==> src/cdll_pkg.sv <==
// Shared types and constants for the cursor doubly linked list
package cdll_pkg;

    localparam int POOL_DEPTH_DEF = 256;
    localparam int VALUE_BITS     = 32;
    localparam int IN_VALUE_BITS  = 32;
    localparam int OPCODE_BITS    = 3;
    localparam int STATUS_BITS    = 2;
    localparam int COUNT_BITS     = 9;

    localparam logic [OPCODE_BITS-1:0] OP_INS_BEFORE = 3'd0;
    localparam logic [OPCODE_BITS-1:0] OP_INS_AFTER  = 3'd1;
    localparam logic [OPCODE_BITS-1:0] OP_DELETE     = 3'd2;
    localparam logic [OPCODE_BITS-1:0] OP_READ       = 3'd3;
    localparam logic [OPCODE_BITS-1:0] OP_GO_HEAD    = 3'd4;
    localparam logic [OPCODE_BITS-1:0] OP_GO_TAIL    = 3'd5;

    localparam logic [STATUS_BITS-1:0] ST_OK    = 2'd0;
    localparam logic [STATUS_BITS-1:0] ST_FULL  = 2'd1;
    localparam logic [STATUS_BITS-1:0] ST_EMPTY = 2'd2;

    typedef struct packed {
        logic [OPCODE_BITS-1:0]   opcode;
        logic [IN_VALUE_BITS-1:0] value;
    } cdll_cmd_t;

    typedef struct packed {
        logic [STATUS_BITS-1:0] status;
        logic [VALUE_BITS-1:0]  current_value;
        logic                   has_current;
        logic [COUNT_BITS-1:0]  entry_count;
    } cdll_result_t;

    typedef struct packed {
        logic value_we;
        logic next_we;
        logic prev_we;
    } cdll_we_t;

    typedef enum logic [2:0] {
        S_IDLE,
        S_FETCH,
        S_WRITE1,
        S_WRITE2,
        S_DONE
    } cdll_state_t;

endpackage

==> src/cdll_ctrl.sv <==
// Sequencer and list registers: head, tail, cursor, free list, size
module cdll_ctrl #(
    parameter int POOL_DEPTH = cdll_pkg::POOL_DEPTH_DEF,
    parameter int AW         = $clog2(POOL_DEPTH),
    parameter int IW         = $clog2(POOL_DEPTH + 1)
) (
    input  logic                            clk,
    input  logic                            rst_n,
    input  logic                            start,
    output logic                            busy,
    input  cdll_pkg::cdll_cmd_t             cmd,
    output logic                            done,
    output cdll_pkg::cdll_result_t          result,
    output cdll_pkg::cdll_we_t              we,
    output logic [AW-1:0]                   value_waddr,
    output logic [cdll_pkg::VALUE_BITS-1:0] value_wdata,
    output logic [AW-1:0]                   value_raddr,
    input  logic [cdll_pkg::VALUE_BITS-1:0] value_rdata,
    output logic [AW-1:0]                   next_waddr,
    output logic [IW-1:0]                   next_wdata,
    output logic [AW-1:0]                   next_raddr,
    input  logic [IW-1:0]                   next_rdata,
    output logic [AW-1:0]                   prev_waddr,
    output logic [IW-1:0]                   prev_wdata,
    output logic [AW-1:0]                   prev_raddr,
    input  logic [IW-1:0]                   prev_rdata
);
    import cdll_pkg::*;

    localparam logic [IW-1:0] NULL_IDX = IW'(POOL_DEPTH);

    cdll_state_t state_reg, state_next;

    logic [OPCODE_BITS-1:0] op_reg, op_next;
    logic [VALUE_BITS-1:0]  val_reg, val_next;
    logic [STATUS_BITS-1:0] status_reg, status_next;
    logic [IW-1:0]          head_reg, head_next;
    logic [IW-1:0]          tail_reg, tail_next;
    logic [IW-1:0]          cursor_reg, cursor_next;
    logic [IW-1:0]          free_reg, free_next;
    logic [IW-1:0]          fresh_reg, fresh_next;
    logic [IW-1:0]          size_reg, size_next;
    logic [IW-1:0]          e_reg, e_next;
    logic [IW-1:0]          cp_reg, cp_next;
    logic [IW-1:0]          cn_reg, cn_next;

    logic          from_free;
    logic          slot_ok;
    logic [IW-1:0] slot;
    logic          e_ok;
    logic          cp_ok;
    logic          cn_ok;
    logic          cur_ok;

    assign from_free = (free_reg < NULL_IDX);
    assign slot_ok   = from_free || (fresh_reg < NULL_IDX);
    assign slot      = from_free ? free_reg : fresh_reg;
    assign e_ok      = (e_reg < NULL_IDX);
    assign cp_ok     = (cp_reg < NULL_IDX);
    assign cn_ok     = (cn_reg < NULL_IDX);
    assign cur_ok    = (cursor_reg < NULL_IDX);

    always_ff @(posedge clk or negedge rst_n)
    begin
        if (!rst_n)
        begin
            state_reg  <= S_IDLE;
            head_reg   <= NULL_IDX;
            tail_reg   <= NULL_IDX;
            cursor_reg <= NULL_IDX;
            free_reg   <= NULL_IDX;
            fresh_reg  <= '0;
            size_reg   <= '0;
        end
        else
        begin
            state_reg  <= state_next;
            head_reg   <= head_next;
            tail_reg   <= tail_next;
            cursor_reg <= cursor_next;
            free_reg   <= free_next;
            fresh_reg  <= fresh_next;
            size_reg   <= size_next;
        end
    end

    always_ff @(posedge clk)
    begin
        op_reg     <= op_next;
        val_reg    <= val_next;
        status_reg <= status_next;
        e_reg      <= e_next;
        cp_reg     <= cp_next;
        cn_reg     <= cn_next;
    end

    always_comb
    begin
        state_next  = state_reg;
        op_next     = op_reg;
        val_next    = val_reg;
        status_next = status_reg;
        head_next   = head_reg;
        tail_next   = tail_reg;
        cursor_next = cursor_reg;
        free_next   = free_reg;
        fresh_next  = fresh_reg;
        size_next   = size_reg;
        e_next      = e_reg;
        cp_next     = cp_reg;
        cn_next     = cn_reg;

        busy        = 1'b1;
        done        = 1'b0;
        we          = '0;
        value_waddr = slot[AW-1:0];
        value_wdata = val_reg;
        value_raddr = cursor_reg[AW-1:0];
        next_waddr  = slot[AW-1:0];
        next_wdata  = NULL_IDX;
        next_raddr  = cursor_reg[AW-1:0];
        prev_waddr  = slot[AW-1:0];
        prev_wdata  = NULL_IDX;
        prev_raddr  = cursor_reg[AW-1:0];

        case (state_reg)
            S_IDLE, S_DONE:
            begin
                busy = 1'b0;
                done = (state_reg == S_DONE);
                if (start)
                begin
                    op_next     = cmd.opcode;
                    val_next    = VALUE_BITS'(cmd.value);
                    status_next = ST_OK;
                    e_next      = cursor_reg;
                    state_next  = S_FETCH;
                end
                else
                begin
                    state_next = S_IDLE;
                end
            end

            // cursor links arrive; look up the free-list successor
            S_FETCH:
            begin
                cp_next    = prev_rdata;
                cn_next    = next_rdata;
                next_raddr = free_reg[AW-1:0];
                state_next = S_WRITE1;
            end

            S_WRITE1:
            begin
                state_next = S_WRITE2;
                if (op_reg inside {OP_INS_BEFORE, OP_INS_AFTER})
                begin
                    if (!slot_ok)
                    begin
                        status_next = ST_FULL;
                    end
                    else
                    begin
                        we.value_we = 1'b1;
                        we.next_we  = 1'b1;
                        we.prev_we  = 1'b1;
                        if (!e_ok)
                        begin
                            head_next = slot;
                            tail_next = slot;
                        end
                        else if (op_reg == OP_INS_BEFORE)
                        begin
                            next_wdata = e_reg;
                            prev_wdata = cp_reg;
                            if (!cp_ok)
                            begin
                                head_next = slot;
                            end
                        end
                        else
                        begin
                            next_wdata = cn_reg;
                            prev_wdata = e_reg;
                            if (!cn_ok)
                            begin
                                tail_next = slot;
                            end
                        end
                        cursor_next = slot;
                        size_next   = size_reg + 1'b1;
                        if (from_free)
                        begin
                            free_next = next_rdata;
                        end
                        else
                        begin
                            fresh_next = fresh_reg + 1'b1;
                        end
                    end
                end
                else
                begin
                    case (op_reg)
                        OP_DELETE:
                        begin
                            if (!e_ok)
                            begin
                                status_next = ST_EMPTY;
                            end
                            else
                            begin
                                if (cp_ok)
                                begin
                                    we.next_we  = 1'b1;
                                    next_waddr  = cp_reg[AW-1:0];
                                    next_wdata  = cn_reg;
                                    cursor_next = cp_reg;
                                end
                                else
                                begin
                                    cursor_next = cn_reg;
                                    head_next   = cn_reg;
                                end
                                if (cn_ok)
                                begin
                                    we.prev_we = 1'b1;
                                    prev_waddr = cn_reg[AW-1:0];
                                    prev_wdata = cp_reg;
                                end
                                else
                                begin
                                    tail_next = cp_reg;
                                end
                                if (size_reg != '0)
                                begin
                                    size_next = size_reg - 1'b1;
                                end
                            end
                        end
                        OP_GO_HEAD:
                        begin
                            cursor_next = head_reg;
                        end
                        OP_GO_TAIL:
                        begin
                            cursor_next = tail_reg;
                        end
                        default:
                        begin
                            cursor_next = cursor_reg;
                        end
                    endcase
                end
            end

            // neighbour fix-ups for inserts, free-list push for delete; value read at the final cursor
            S_WRITE2:
            begin
                state_next = S_DONE;
                if (status_reg == ST_OK)
                begin
                    case (op_reg)
                        OP_INS_BEFORE:
                        begin
                            if (e_ok)
                            begin
                                we.next_we = cp_ok;
                                next_waddr = cp_reg[AW-1:0];
                                next_wdata = cursor_reg;
                                we.prev_we = 1'b1;
                                prev_waddr = e_reg[AW-1:0];
                                prev_wdata = cursor_reg;
                            end
                        end
                        OP_INS_AFTER:
                        begin
                            if (e_ok)
                            begin
                                we.prev_we = cn_ok;
                                prev_waddr = cn_reg[AW-1:0];
                                prev_wdata = cursor_reg;
                                we.next_we = 1'b1;
                                next_waddr = e_reg[AW-1:0];
                                next_wdata = cursor_reg;
                            end
                        end
                        OP_DELETE:
                        begin
                            we.next_we = 1'b1;
                            next_waddr = e_reg[AW-1:0];
                            next_wdata = free_reg;
                            free_next  = e_reg;
                        end
                        default:
                        begin
                            we = '0;
                        end
                    endcase
                end
            end

            default:
            begin
                state_next = S_IDLE;
            end
        endcase
    end

    always_comb
    begin
        result.status        = status_reg;
        result.has_current   = cur_ok;
        result.current_value = cur_ok ? value_rdata : '0;
        result.entry_count   = COUNT_BITS'(size_reg);
    end

endmodule

==> config.mk <==
export PLATFORM = sky130hd
export DESIGN_NAME = cdll_ctrl
export DESIGN_NICKNAME = d
export VERILOG_FILES = /design/src/cdll_pkg.sv /design/src/cdll_ctrl.sv
export SDC_FILE = /design/constraint.sdc
export NUM_CORES = 1
export LEC_CHECK = 0
export ABC_AREA = 1
export BUFFER_PORTS_ARGS = -buffer_cell sky130_fd_sc_hd__buf_2
export CORE_ASPECT_RATIO = 0.75
export CORE_MARGIN = 2
export CORE_UTILIZATION = 40
export CTS_CLUSTER_DIAMETER = 200
export CTS_CLUSTER_SIZE = 25
export DETAILED_ROUTE_END_ITERATION = 8
export GPL_TIMING_DRIVEN = 0
export PLACE_DENSITY = 0.73
export RECOVER_POWER = 25
export SLEW_MARGIN = 20
export SYNTH_ARGS = -nofsm -noshare
export SYNTH_HDL_FRONTEND = slang
export SYNTH_SLANG_ARGS = --single-unit
==> constraint.sdc <==
create_clock -name clk -period 3.7 [get_ports clk]
set_clock_uncertainty 0.05 [all_clocks]
set_input_delay 1.11 -clock clk [delete_from_list [all_inputs] [get_ports clk]]
set_output_delay 1.11 -clock clk [all_outputs]
set_load 0.01 [all_outputs]
* Word-level counts from Yosys, hierarchy flattened
Cells that the tools add are included.
Cells by class: add/subtract/negate cells 3, $lt $le $gt $ge 6, equality and inequality tests 25, multiplexer cells 96, bitwise operators 1, reductions and logical operators 22
Operator list (number):
- $mux W9 | 49
- $mux W8 | 14
- $pmux W9 S2 | 4
- $lt A9 B9 Y1 const B | 6
- $pmux W8 S2 | 3
- $mux W32 | 1
- $pmux W9 S3 | 1
- $pmux W8 S3 | 1
- $mux W2 | 11
- $add A9 B1 Y9 const B | 2
- $ne A3 B3 Y1 const B | 6
- $ne A2 B2 Y1 const B | 8
- $reduce_and A7 Y1 | 2
- $pmux W3 S4 | 1
- $reduce_bool A2 Y1 | 6
- $reduce_and A5 Y1 | 2
- $eq A3 B2 Y1 const B | 3
- $eq A3 B3 Y1 const B | 3
- $reduce_bool A9 Y1 | 1
- $sub A9 B1 Y9 const B | 1
- $reduce_and A4 Y1 | 2
- $eq A3 B1 Y1 const B | 2
- $logic_not A3 Y1 | 2
- $mux W1 | 6
- other kinds (13) | 16
Storage, ports and cells: bits in registers 121, input bits 88, output and inout bits 147, logic and storage cells 166

* Longest topological paths before layout
Gate-level depths: netlist of run 1.
depth in word-level cells 7, mapped depth 18, depth with buffers taken out 16

* Least setup slack after synthesis of run 1
Ideal clock, no wire load.
path type input -> register, start point input start, end point register e_reg[0], enable pin, setup time 0.446 ns, arrival time 2.997 ns, data required time 3.204 ns, path slack 0.207 ns, cell stages on the path 2, path buffers 0, cells stage by stage inv_1 nor2_1
On the way: longest elaborated chain between the ends 1
Ends and longest elaborated chain:
- start, declared | RTL line cdll_ctrl.sv:9 | input logic start,
- $reduce_and A2 Y1 (no source line)
- end signal, assigned | RTL line cdll_ctrl.sv:92 | e_reg <= e_next;
- end, declared | RTL line cdll_ctrl.sv:43 | logic [IW-1:0] e_reg, e_next;
No other way between the ends. A chain may end at the register's enable or synchronous reset.

* Final worst setup path of run 1
start point register op_reg[0], end point output next_wdata[6]
On the way: longest elaborated chain between the ends 6, elaborated cells on any way between the ends 13, classes of those cells eq/ne (2); mux (8); reduce/logical (3)
Ends and longest elaborated chain:
- start, declared | RTL line cdll_ctrl.sv:34 | logic [OPCODE_BITS-1:0] op_reg, op_next;
- start signal, assigned | RTL line cdll_ctrl.sv:89 | op_reg <= op_next;
- $logic_not A3 Y1 | RTL line cdll_ctrl.sv:157, cdll_ctrl.sv:173, cdll_ctrl.sv:264
- $mux W9 | RTL line cdll_ctrl.sv:173 | else if (op_reg == OP_INS_BEFORE)
- $mux W9 | RTL line cdll_ctrl.sv:168 | if (!e_ok)
- $mux W9 | RTL line cdll_ctrl.sv:159 | if (!slot_ok)
- $mux W9 | RTL line cdll_ctrl.sv:157 | if (op_reg inside {OP_INS_BEFORE, OP_INS_AFTER})
- $pmux W9 S2 (*) | RTL line cdll_ctrl.sv:126 | case (state_reg)
- end, declared | RTL line cdll_ctrl.sv:20 | output logic [IW-1:0] next_wdata,
Mark *: on every way between the ends. The rest lies on a longest branch, timed or not.

==> results of run 1 <==
## worst paths after layout
| kind | startpoint | end | slack (ps) | cells past startpoint |
|---|---|---|---|---|
| max in group asynchronous | rst_n | fresh_reg[2] | 1730 | 1 |
| min in group asynchronous | rst_n | size_reg[6] | 980 | 1 |
| hold / removal | head_reg[8] | head_reg[8] | 430 | 2 |
| hold reg to reg | head_reg[8] | head_reg[8] | 430 | 2 |
| setup / recovery | op_reg[0] | next_wdata[6] | 20 | 12 |
| setup reg to reg | state_reg[2] | size_reg[2] | 1090 | 10 |
## through the flow
step                      std cells  util, %
final                          1423     54.7
after global routing           1423     54.7
after CTS                      1418     53.8
after detailed placement       1382     49.3
after global placement         1381     49.1
after floorplan                 905        -
## metal layers
metal	up-vias	wire length [um]	global-route usage (%)
li1	3590	-	-
met1	3706	11200	39.1
met2	558	12800	46.6
met3	65	3330	6.74
met4	0	638	9.89
met5	-	0	0
## area by class of cell
class                      count  area share (%)
sequential                   121            34.7
multi-input combinational    577            33.5
timing repair buffer         246            13.2
inverter                     154            6.09
clock buffer                  17            4.41
buffer                        51            3.46
tap                          242            3.14
clock inverter                15            1.45
## timing repair
action,in CTS,in global routing
setup buffers,6,5
gates resized for setup,53,36
pin swaps,6,5
endpoints found under the setup margin,44,34
## cells by family (layout without fill, tap and decap cells)
group           after synthesis  in the layout  synth area share [%]
buf+inv                     207            483                  12.2
compound gates              216            216                  18.4
xor+xnor                      8              8                 0.974
fa+ha+maj                     2              2                 0.348
simple gates                351            351                  21.4
flops                       121            121                  46.6
## worst max-delay path, stage by stage (launching register included)
cell        delay (ps)
edfxtp_1           520
nor2_4             170
nand2_4            100
nand2_4             90
inv_2               50
buf_6              150
nand2_8             90
nand2_4             80
nor2_4             170
clkinvlp_4         130
buf_4              180
o221ai_2           190
buf_2              170
## power by group through the flow
| stage | Combinational (uW) | Clock, uW | Sequential [uW] |
|---|---|---|---|
| global placement | 3630 | 0 | 2370 |
| CTS | 3850 | 1630 | 2380 |
| detailed placement | 3700 | 0 | 2370 |
| global route | 4350 | 1690 | 2430 |
| finish | 4040 | 1620 | 2390 |
| floorplan | 2220 | 0 | 2280 |
## cells in the mapped netlist (12+ instances only)
| cell | n | area share, % |
|---|---|---|
| nand2_1 | 151 | 7.9 |
| inv_1 | 146 | 7.6 |
| nor2_1 | 105 | 5.5 |
| o21ai_0 | 76 | 5.3 |
| edfxtp_1 | 64 | 27 |
| dfrtp_1 | 53 | 18 |
| nand3_1 | 47 | 3.3 |
| a21oi_1 | 36 | 2.5 |
| o211ai_1 | 26 | 2.7 |
| buf_4 | 18 | 1.9 |
| clkbuf_1 | 17 | 0.89 |
| o221ai_1 | 17 | 2.1 |
| o22ai_1 | 16 | 1.4 |
| a22oi_1 | 14 | 1.5 |
| buf_2 | 14 | 0.97 |
| nand4_1 | 12 | 1.0 |
## cells in the final DEF, fill, tap and decap left out, types with 4 or more instances in the layout
master     netlist  routed
o211ai_1        26      26
nor2_1         105      96
clkbuf_4         0       4
o221ai_2         0       4
edfxtp_1        64      64
o22ai_1         16      16
buf_6            2       5
clkbuf_16        0      17
clkbuf_2         1       5
nand2_1        151     148
o21ai_2          1       7
nand4_1         12      12
xnor2_1          5       5
inv_1          146     139
a22oi_1         14      14
nor3_1           6       4
nor2_2           5       7
clkbuf_1        17      20
buf_2           14     230
nor2_4           2       9
dfrtp_1         53      53
nand3_2          2       4
a31oi_1          8       8
buf_4           18      31
nand2_4          1       6
a21oi_1         36      36
inv_6            0       5
inv_2            5      10
o221ai_1        17      10
o21ai_0         76      74
nand3_1         47      45
==> summary.txt, run 1 <==
STA
  • Hold_ws: 427 ps
  • Fmax: 0.272 GHz
  • Final Max Tran Viols: 0
  • RSZ-0062 raised after global routing: yes
  • Final setup fails: 0
  • Final Hold Fails: 0
  • Max-slew headroom: 1.75%
  • Post-Route Setup TNS: 0 ps
  • Final worst slack: 21.0 ps
  • Post-route clock period utilization: 99.4%
  • Worst-Margin Slew: 1470 ps
  • Final Critical Period: 3680 ps

Layout
  • Share of cells above drive strength 1: 32.6%
  • FF/Latch Area: 0.00335 mm2
  • ANT cells: 0
  • Max FFs per register: 32
  • Post-route cell area: 0.00966 mm2
  • Area of the multi-input gates: 0.00324 mm2
  • Fillers: 1674
  • Area Overhead vs Synth: 34.2%
  • Nets: 1258

Drt
  • Vias: 7919
  • WL/cell: 19.6 um
  • Vias/cell: 5.57
  • Post-Route WL: 27.9 mm
  • First-pass DRT Iterations: 6
  • Residual DRC: 0
  • Initial DRC count: 1081
  • Final ANT Viol Nets: 0

Clocking
  • CTS tree: built
  • Clk Latency, worst-skew pair: 430 ps
  • Clock Sinks: 121
  • Clock Tree Root: clkbuf_16
  • Num CTS Buffers: 17
  • H-tree levels: 4
  • Clock Path Buffers: 2
  • Hold Buf Count CTS: 0
  • Clk pin slew, worst setup/hold paths: 60 ps

Synthesis
  • Syn Std Cell Area: 0.00720 mm2
  • Seq/Total Area, Yosys: 46.6%
  • Post-Syn Area per Cell: 7.95 um2
  • Syn Inst Count: 905
  • EDFF count, synth: 64
  • Distinct cells, synth: 47
  • Flop and latch count out of synthesis: 121
  • Ys Warns: 0
  • Post-synth top flop: edfxtp_1
  • Ys async rst share: 47.1%
  • Synth Net Count: 995

Pwr
  • Internal: 4280 uW
  • Switching power: 3780 uW
  • Switching Fraction: 46.9%
  • Combinational fraction of design power: 50.2%
  • Clk network pwr share: 20.1%
  • Final Power: 8060 uW
  • Seq pwr share: 29.7%
  • IR Drop Worst-Case VDD: 402 uV
  • Leak pwr: 0.00463 uW
  • Pwr dens: 834 mW/mm2

Global route
  • Gr usage total: 29.1%
  • Vias in the first global route: 7334
  • Initial antenna violation count: 0
  • Grt ovf: 0
  • Global-route wire length before repair: 42.0 mm
  • Pin count of the biggest net entering global routing: 58

Worst setup path
  • Worst EP arrival: 2520 ps
  • Crit Path Max Fanout: 10
  • WP data required: 2540 ps
  • CP Class: register to output port
  • CP Capture Type: output port
  • Critical Path Start Type: register

Outcome
  • Status: finished clean

Place
  • Place WS: -37.5 ps
  • Post-DP HPWL: 20.7 mm
  • Port Buffers: 234
  • Gpl congestion: 0.993
  • Placed Area: 0.00871 mm2

Die
  • Initial core utilization: 40.8%
  • Die Ht: 120 um
  • I/O pin count: 235
  • Rows: 42
  • Core area: 0.0177 mm2
  • Die X: 159 um
  • Die ar.: 0.0191 mm2

Min path
  • Worst min path class: register to register

Flow run
  • Max Cap Violations: 0
Power figures use the tool's default switching activity.
==> inputs of run 2 (changes only) <==
==> constraint.sdc (replaced) <==
create_clock -name clk -period 4.2 [get_ports clk]
set_clock_uncertainty 0.05 [all_clocks]
set_input_delay 1.26 -clock clk [delete_from_list [all_inputs] [get_ports clk]]
set_output_delay 1.26 -clock clk [all_outputs]
set_load 0.005 [all_outputs]
==> run 2 against run 1 <==
Effect of this change: routed wire length fell by 1.5%; register-to-register slack improved by 550 ps; die area did not move; sequential share of layout area rose by 1.2 points; first-iteration DRC count fell by 5.4%; final cell count fell by 0.56%; via count fell by 1.2%; count of clock-buffer cells in the layout did not move; critical path depth fell by 7; sequential cell count did not move; setup slack improved by 25 ps; largest cell class unchanged; highest routed layer is now met5.
==> summary.txt, run 2 (synthesis results as in run 1) <==
Outcome
  • Status: finished clean

Die
  • Die ar.: 0.0191 mm2 (unchanged)
  • Core area: 0.0177 mm2 (unchanged)
  • Rows: 42 (unchanged)
  • Initial core utilization: 40.8% (unchanged)
  • Die X: 159 um (unchanged)
  • Die Ht: 120 um (unchanged)
  • I/O pin count: 235 (unchanged)

Global route
  • Vias in the first global route: 7240 (-1.3%)
  • Initial antenna violation count: 0 (unchanged)
  • Gr usage total: 28.9% (-0.19 points)
  • Pin count of the biggest net entering global routing: 58 (unchanged)
  • Grt ovf: 0 (unchanged)
  • Global-route wire length before repair: 41.8 mm (-0.57%)

Clocking
  • H-tree levels: 4 (unchanged)
  • Clock Path Buffers: 2 (unchanged)
  • Clk Latency, worst-skew pair: 440 ps (about the same)
  • Num CTS Buffers: 17 (unchanged)
  • Clock Tree Root: clkbuf_16
  • CTS tree: built
  • Clock Sinks: 121 (unchanged)
  • Hold Buf Count CTS: 0 (unchanged)
  • Clk pin slew, worst setup/hold paths: 60 ps (about the same)

Pwr
  • Leak pwr: 0.00450 uW (-2.8%)
  • Pwr dens: 717 mW/mm2 (-14%)
  • IR Drop Worst-Case VDD: 343 uV (-15%)

Layout
  • Fillers: 1712 (+2.3%)
  • Nets: 1250 (-0.64%)
  • Area Overhead vs Synth: 29.6%
  • Share of cells above drive strength 1: 29.0% (-3.6 points)
  • Most frequent cells in the layout: buf_2 (237), nand2_1 (150), inv_1 (146)
  • ANT cells: 0 (unchanged)
  • Post-route cell area: 0.00933 mm2 (-3.4%)
  • Most common cell after layout, fill and taps aside: buf_2
  • Max FFs per register: 32 (unchanged)

Place
  • Port Buffers: 234 (unchanged)
  • Placed Area: 0.00871 mm2 (unchanged)
  • Post-DP HPWL: 20.7 mm (unchanged)
  • Gpl congestion: 0.993 (unchanged)

Min path
  • Hold path startpoint: head_reg[8]
  • Worst min path class: register to register
  • Hold path depth: 2 (unchanged)
  • Min-Delay Endpoint: head_reg[8]

Drt
  • Vias: 7821 (-1.2%)
  • Vias/cell: 5.53 (-0.68%)
  • Final ANT Viol Nets: 0 (unchanged)
  • Initial DRC count: 1023 (-5.4%)
  • WL/cell: 19.4 um (-0.91%)
  • Residual DRC: 0 (unchanged)
  • Post-Route WL: 27.5 mm (-1.5%)
  • First-pass DRT Iterations: 8 (+2)

Worst setup path
  • Critical Path Start Type: register
  • Worst EP arrival: 2840 ps (+320 ps)
  • CP Capture Type: output port
  • WP data required: 2890 ps (+350 ps)
  • Reg-to-reg setup timing slack: 1640 ps (+550 ps)
  • Critical R2R Capture: size_reg[2]
  • RR Startpoint: state_reg[2]
  • Crit Path Max Fanout: 27 (+17)
  • Worst r2r path cells: 10 (unchanged)
  • CP Class: register to output port

STA
  • Post-route clock period utilization: 98.9%
  • Fmax: 0.241 GHz
  • Max-slew headroom: 1.94% (+0.18 points)
  • Final Hold Fails: 0 (unchanged)
  • Final Max Tran Viols: 0 (unchanged)
  • RSZ-0062 raised after global routing: yes
  • Final setup fails: 0 (unchanged)
  • Worst-Margin Slew: 1470 ps (-2.73 ps)
  • Final Critical Period: 4150 ps
  • Hold_ws: 426 ps (-0.554 ps)

Flow run
  • Max Cap Violations: 0 (unchanged)
[run 2: changes by cell type in the layout (fill, tap and decap cells not counted), sizes merged]
cell / change
clkbuf: -1
buf: -7
[run 2: metrics by stage]
step                total power, uW  std cells  setup slack, ps  TNS, ps  utilization [%]
finish                         6680       1415             45.7        0             52.8
global route                   7050       1415            -61.3     -126             52.8
CTS                            6580       1414             31.1        0             52.6
detailed placement             5140       1382              329        0             49.3
global placement               5080       1381             -546   -26630             49.1
floorplan                      3750        905              558        0                -
[run 2: layout make-up]
class,instances,area (um2),area share [%]
clock buffers,17,425,4.56
repair buffers,237,1190,12.8
flip-flops and latches,121,3350,36.0
clock inverters,15,140,1.50
plain buffers,52,303,3.25
multi-input cells,577,3030,32.5
well taps,242,303,3.25
inverters,154,582,6.24
[run 2: worst max-delay path, stage by stage (launching register included)]
cell and delay, ps:
dfrtp_1 440, nor3_2 720, buf_2 690, nand2_1 170, o21ai_0 180, buf_2 180
[run 2: layer usage]
| layer | track usage, % | vias up | wire length [um] |
|---|---|---|---|
| met5 | 0 | - | 34 |
| met4 | 9.77 | 3 | 661 |
| met3 | 7.02 | 55 | 3300 |
| met1 | 39.1 | 3670 | 11100 |
| met2 | 45.8 | 527 | 12400 |
| li1 | - | 3566 | - |
[run 2: how the worst max path moves through the flow]
stage	startpoint	endpoint	slack (ps)
after CTS	op_reg[2]	prev_wdata[5]	30
final	state_reg[1]	next_raddr[6]	50
after floorplan	start	e_reg[0]	560
after detailed placement	op_reg[0]	prev_wdata[5]	330
after global placement	start	value_wdata[11]	-550
after global routing	free_reg[8]	prev_waddr[3]	-60
[run 2: report_power, final]
| group | switching, uW | internal (uW) |
|---|---|---|
| clock network | 603 | 823 |
| registers | 374 | 1720 |
| logic | 2050 | 1110 |
[run 2: timing repair]
item	CTS	global route
gates resized for setup	4	17
setup endpoints to repair	10	32
pin swaps	0	1
buffers inserted	0	2
==> inputs of run 3 (changes only) <==
Settings changed: CORE_UTILIZATION 40 to 35, PLACE_DENSITY 0.73 to 0.67.
==> run 3 against run 2 <==
Effect of this change: worst hold slack gained 1.5 ps; routed wire length shrank 3.1%; non-clock buffer count grew 3; core utilization shrank 6.1 points; critical path depth grew 6; register-to-register slack gained 30 ps; critical path type unchanged; die area grew 14%; count of clock-buffer cells in the layout grew 3; global-route usage shrank 4.9 points; setup slack lost 10 ps; sequential share of layout area shrank 0.43 points.
==> summary.txt, run 3 (synthesis results as in run 1) <==
Clocking
  • CTS tree: built
  • Clock Sinks: 121 (unchanged)
  • Hold Buf Count CTS: 0 (unchanged)
  • Num CTS Buffers: 17 (unchanged)
  • H-tree levels: 4 (unchanged)
  • Clk pin slew, worst setup/hold paths: 60 ps (about the same)
  • Clk Latency, worst-skew pair: 420 ps (-20 ps)
  • Clock Tree Root: clkbuf_16
  • Clock Path Buffers: 2 (unchanged)

Global route
  • Pin count of the biggest net entering global routing: 58 (unchanged)
  • Vias in the first global route: 6909 (-4.6%)
  • Initial antenna violation count: 0 (unchanged)
  • Grt ovf: 0 (unchanged)
  • Global-route wire length before repair: 39.6 mm (-5.2%)
  • Gr usage total: 24.0% (-4.9 points)

Drt
  • Initial DRC count: 917 (-10%)
  • Vias: 7619 (-2.6%)
  • WL/cell: 18.6 um (-4.4%)
  • Residual DRC: 0 (unchanged)
  • Final ANT Viol Nets: 0 (unchanged)
  • Vias/cell: 5.31 (-3.9%)
  • First-pass DRT Iterations: 6 (-2)
  • Post-Route WL: 26.6 mm (-3.1%)

Worst setup path
  • RR Startpoint: state_reg[2]
  • CP Capture Type: output port
  • CP Class: register to output port
  • Critical Path Start Type: register
  • Worst EP arrival: 2850 ps (about the same)
  • Reg-to-reg setup timing slack: 1670 ps (+30 ps)
  • Worst r2r path cells: 10 (unchanged)
  • WP data required: 2890 ps (about the same)
  • Critical R2R Capture: size_reg[2]
  • Crit Path Max Fanout: 10 (-63%)

Place
  • Gpl congestion: 0.997 (+0.45%)
  • Placed Area: 0.00872 mm2 (+0.17%)
  • Port Buffers: 234 (unchanged)
  • Post-DP HPWL: 20.4 mm (-1.7%)

Layout
  • Most frequent cells in the layout: buf_2 (237), nand2_1 (150), inv_1 (145)
  • Max FFs per register: 32 (unchanged)
  • Most common cell after layout, fill and taps aside: buf_2
  • Share of cells above drive strength 1: 29.5% (+0.52 points)
  • Post-route cell area: 0.00944 mm2 (+1.2%)
  • ANT cells: 0 (unchanged)
  • Area Overhead vs Synth: 31.2%
  • Nets: 1253 (+0.24%)
  • Fillers: 2007 (+17%)
  • Post-layout util: 46.7% (-6.1 points)

Min path
  • Hold path startpoint: head_reg[8]
  • Hold path depth: 2 (unchanged)
  • Worst min path class: register to register
  • Min-Delay Endpoint: head_reg[8]

STA
  • Fmax: 0.240 GHz (-0.25%)
  • Post-route clock period utilization: 99.2% (+0.24 points)
  • Post-Route Setup TNS: 0 ps (unchanged)
  • Final Hold Fails: 0 (unchanged)
  • Final setup fails: 0 (unchanged)
  • Final Critical Period: 4160 ps (+10.2 ps)
  • Max-slew headroom: 2.06% (+0.13 points)
  • Worst-Margin Slew: 1470 ps (-1.89 ps)
  • Final Max Tran Viols: 0 (unchanged)

Pwr
  • IR Drop Worst-Case VDD: 284 uV (-17%)
  • Leak pwr: 0.00453 uW (+0.74%)
  • Pwr dens: 717 mW/mm2 (about the same)

Flow run
  • Max Cap Violations: 0 (unchanged)

Die
  • I/O pin count: 235 (unchanged)
  • Initial core utilization: 35.6% (-5.2 points)
  • Rows: 45 (+7.1%)
  • Die X: 170 um (+6.7%)
  • Die ar.: 0.0217 mm2 (+14%)
  • Die Ht: 128 um (+6.7%)
  • Core area: 0.0202 mm2 (+14%)

Outcome
  • Status: finished clean
## run 3: metal layers
metal  wire (um)  track usage [%]  up-vias
li1            -                -     3565
met4         455             7.39        0
met3        3090             7.35       34
met5           0                0        -
met1       11500             33.9     3532
met2       11600             35.3      488
## run 3: worst max-delay path by stage
stage                       from               to  cells past startpoint
floorplan                  start         e_reg[0]                      2
global placement           start  value_wdata[24]                      3
detailed placement  state_reg[1]    next_raddr[2]                      4
CTS                    op_reg[0]    prev_wdata[7]                      6
global route         free_reg[8]    prev_waddr[3]                     11
finish               free_reg[8]    prev_waddr[3]                     11
## run 3: worst max-delay path: stages (launching register included)
cell and delay (ps):
dfstp_2 530, buf_2 210, buf_2 280, nand2_1 90, o21ai_1 370, inv_1 90, nor2_1 270, nand2_1 110
o211ai_1 120, o211ai_1 110, nand3_1 110, buf_2 130
## run 3: area by class of cell
type	count	area, um2	area share (%)
Inverter	154	586	6.20
Timing Repair Buffer	240	1220	12.9
Tap cell	258	323	3.42
Multi-Input combinational cell	577	3040	32.2
Clock inverter	12	174	1.84
Clock buffer	20	447	4.73
Buffer	52	302	3.19
Sequential cell	121	3350	35.5
## run 3: repair_timing
action	4_1_cts	5_1_grt
setup endpoints to repair	9	30
resized for setup	4	20
buffers inserted	0	5
pin swaps	0	1
## run 3: power breakdown
part	total, uW	switching, uW	leakage [uW]	internal [uW]
Clock	1550	548	0.000294	1010
Sequential	2100	379	0.00129	1720
Combinational	3110	2000	0.00295	1110
## run 3: stage by stage
step	hold WS [ps]	power [uW]	worst slack, ps	instances
6_report	428	6760	35.5	1434
5_1_grt	465	7160	-6.49	1434
4_1_cts	428	6680	1.80	1430
3_5_place_dp	421	5110	364	1398
3_3_place_gp	411	5050	-591	1397
2_1_floorplan	401	3750	558	905
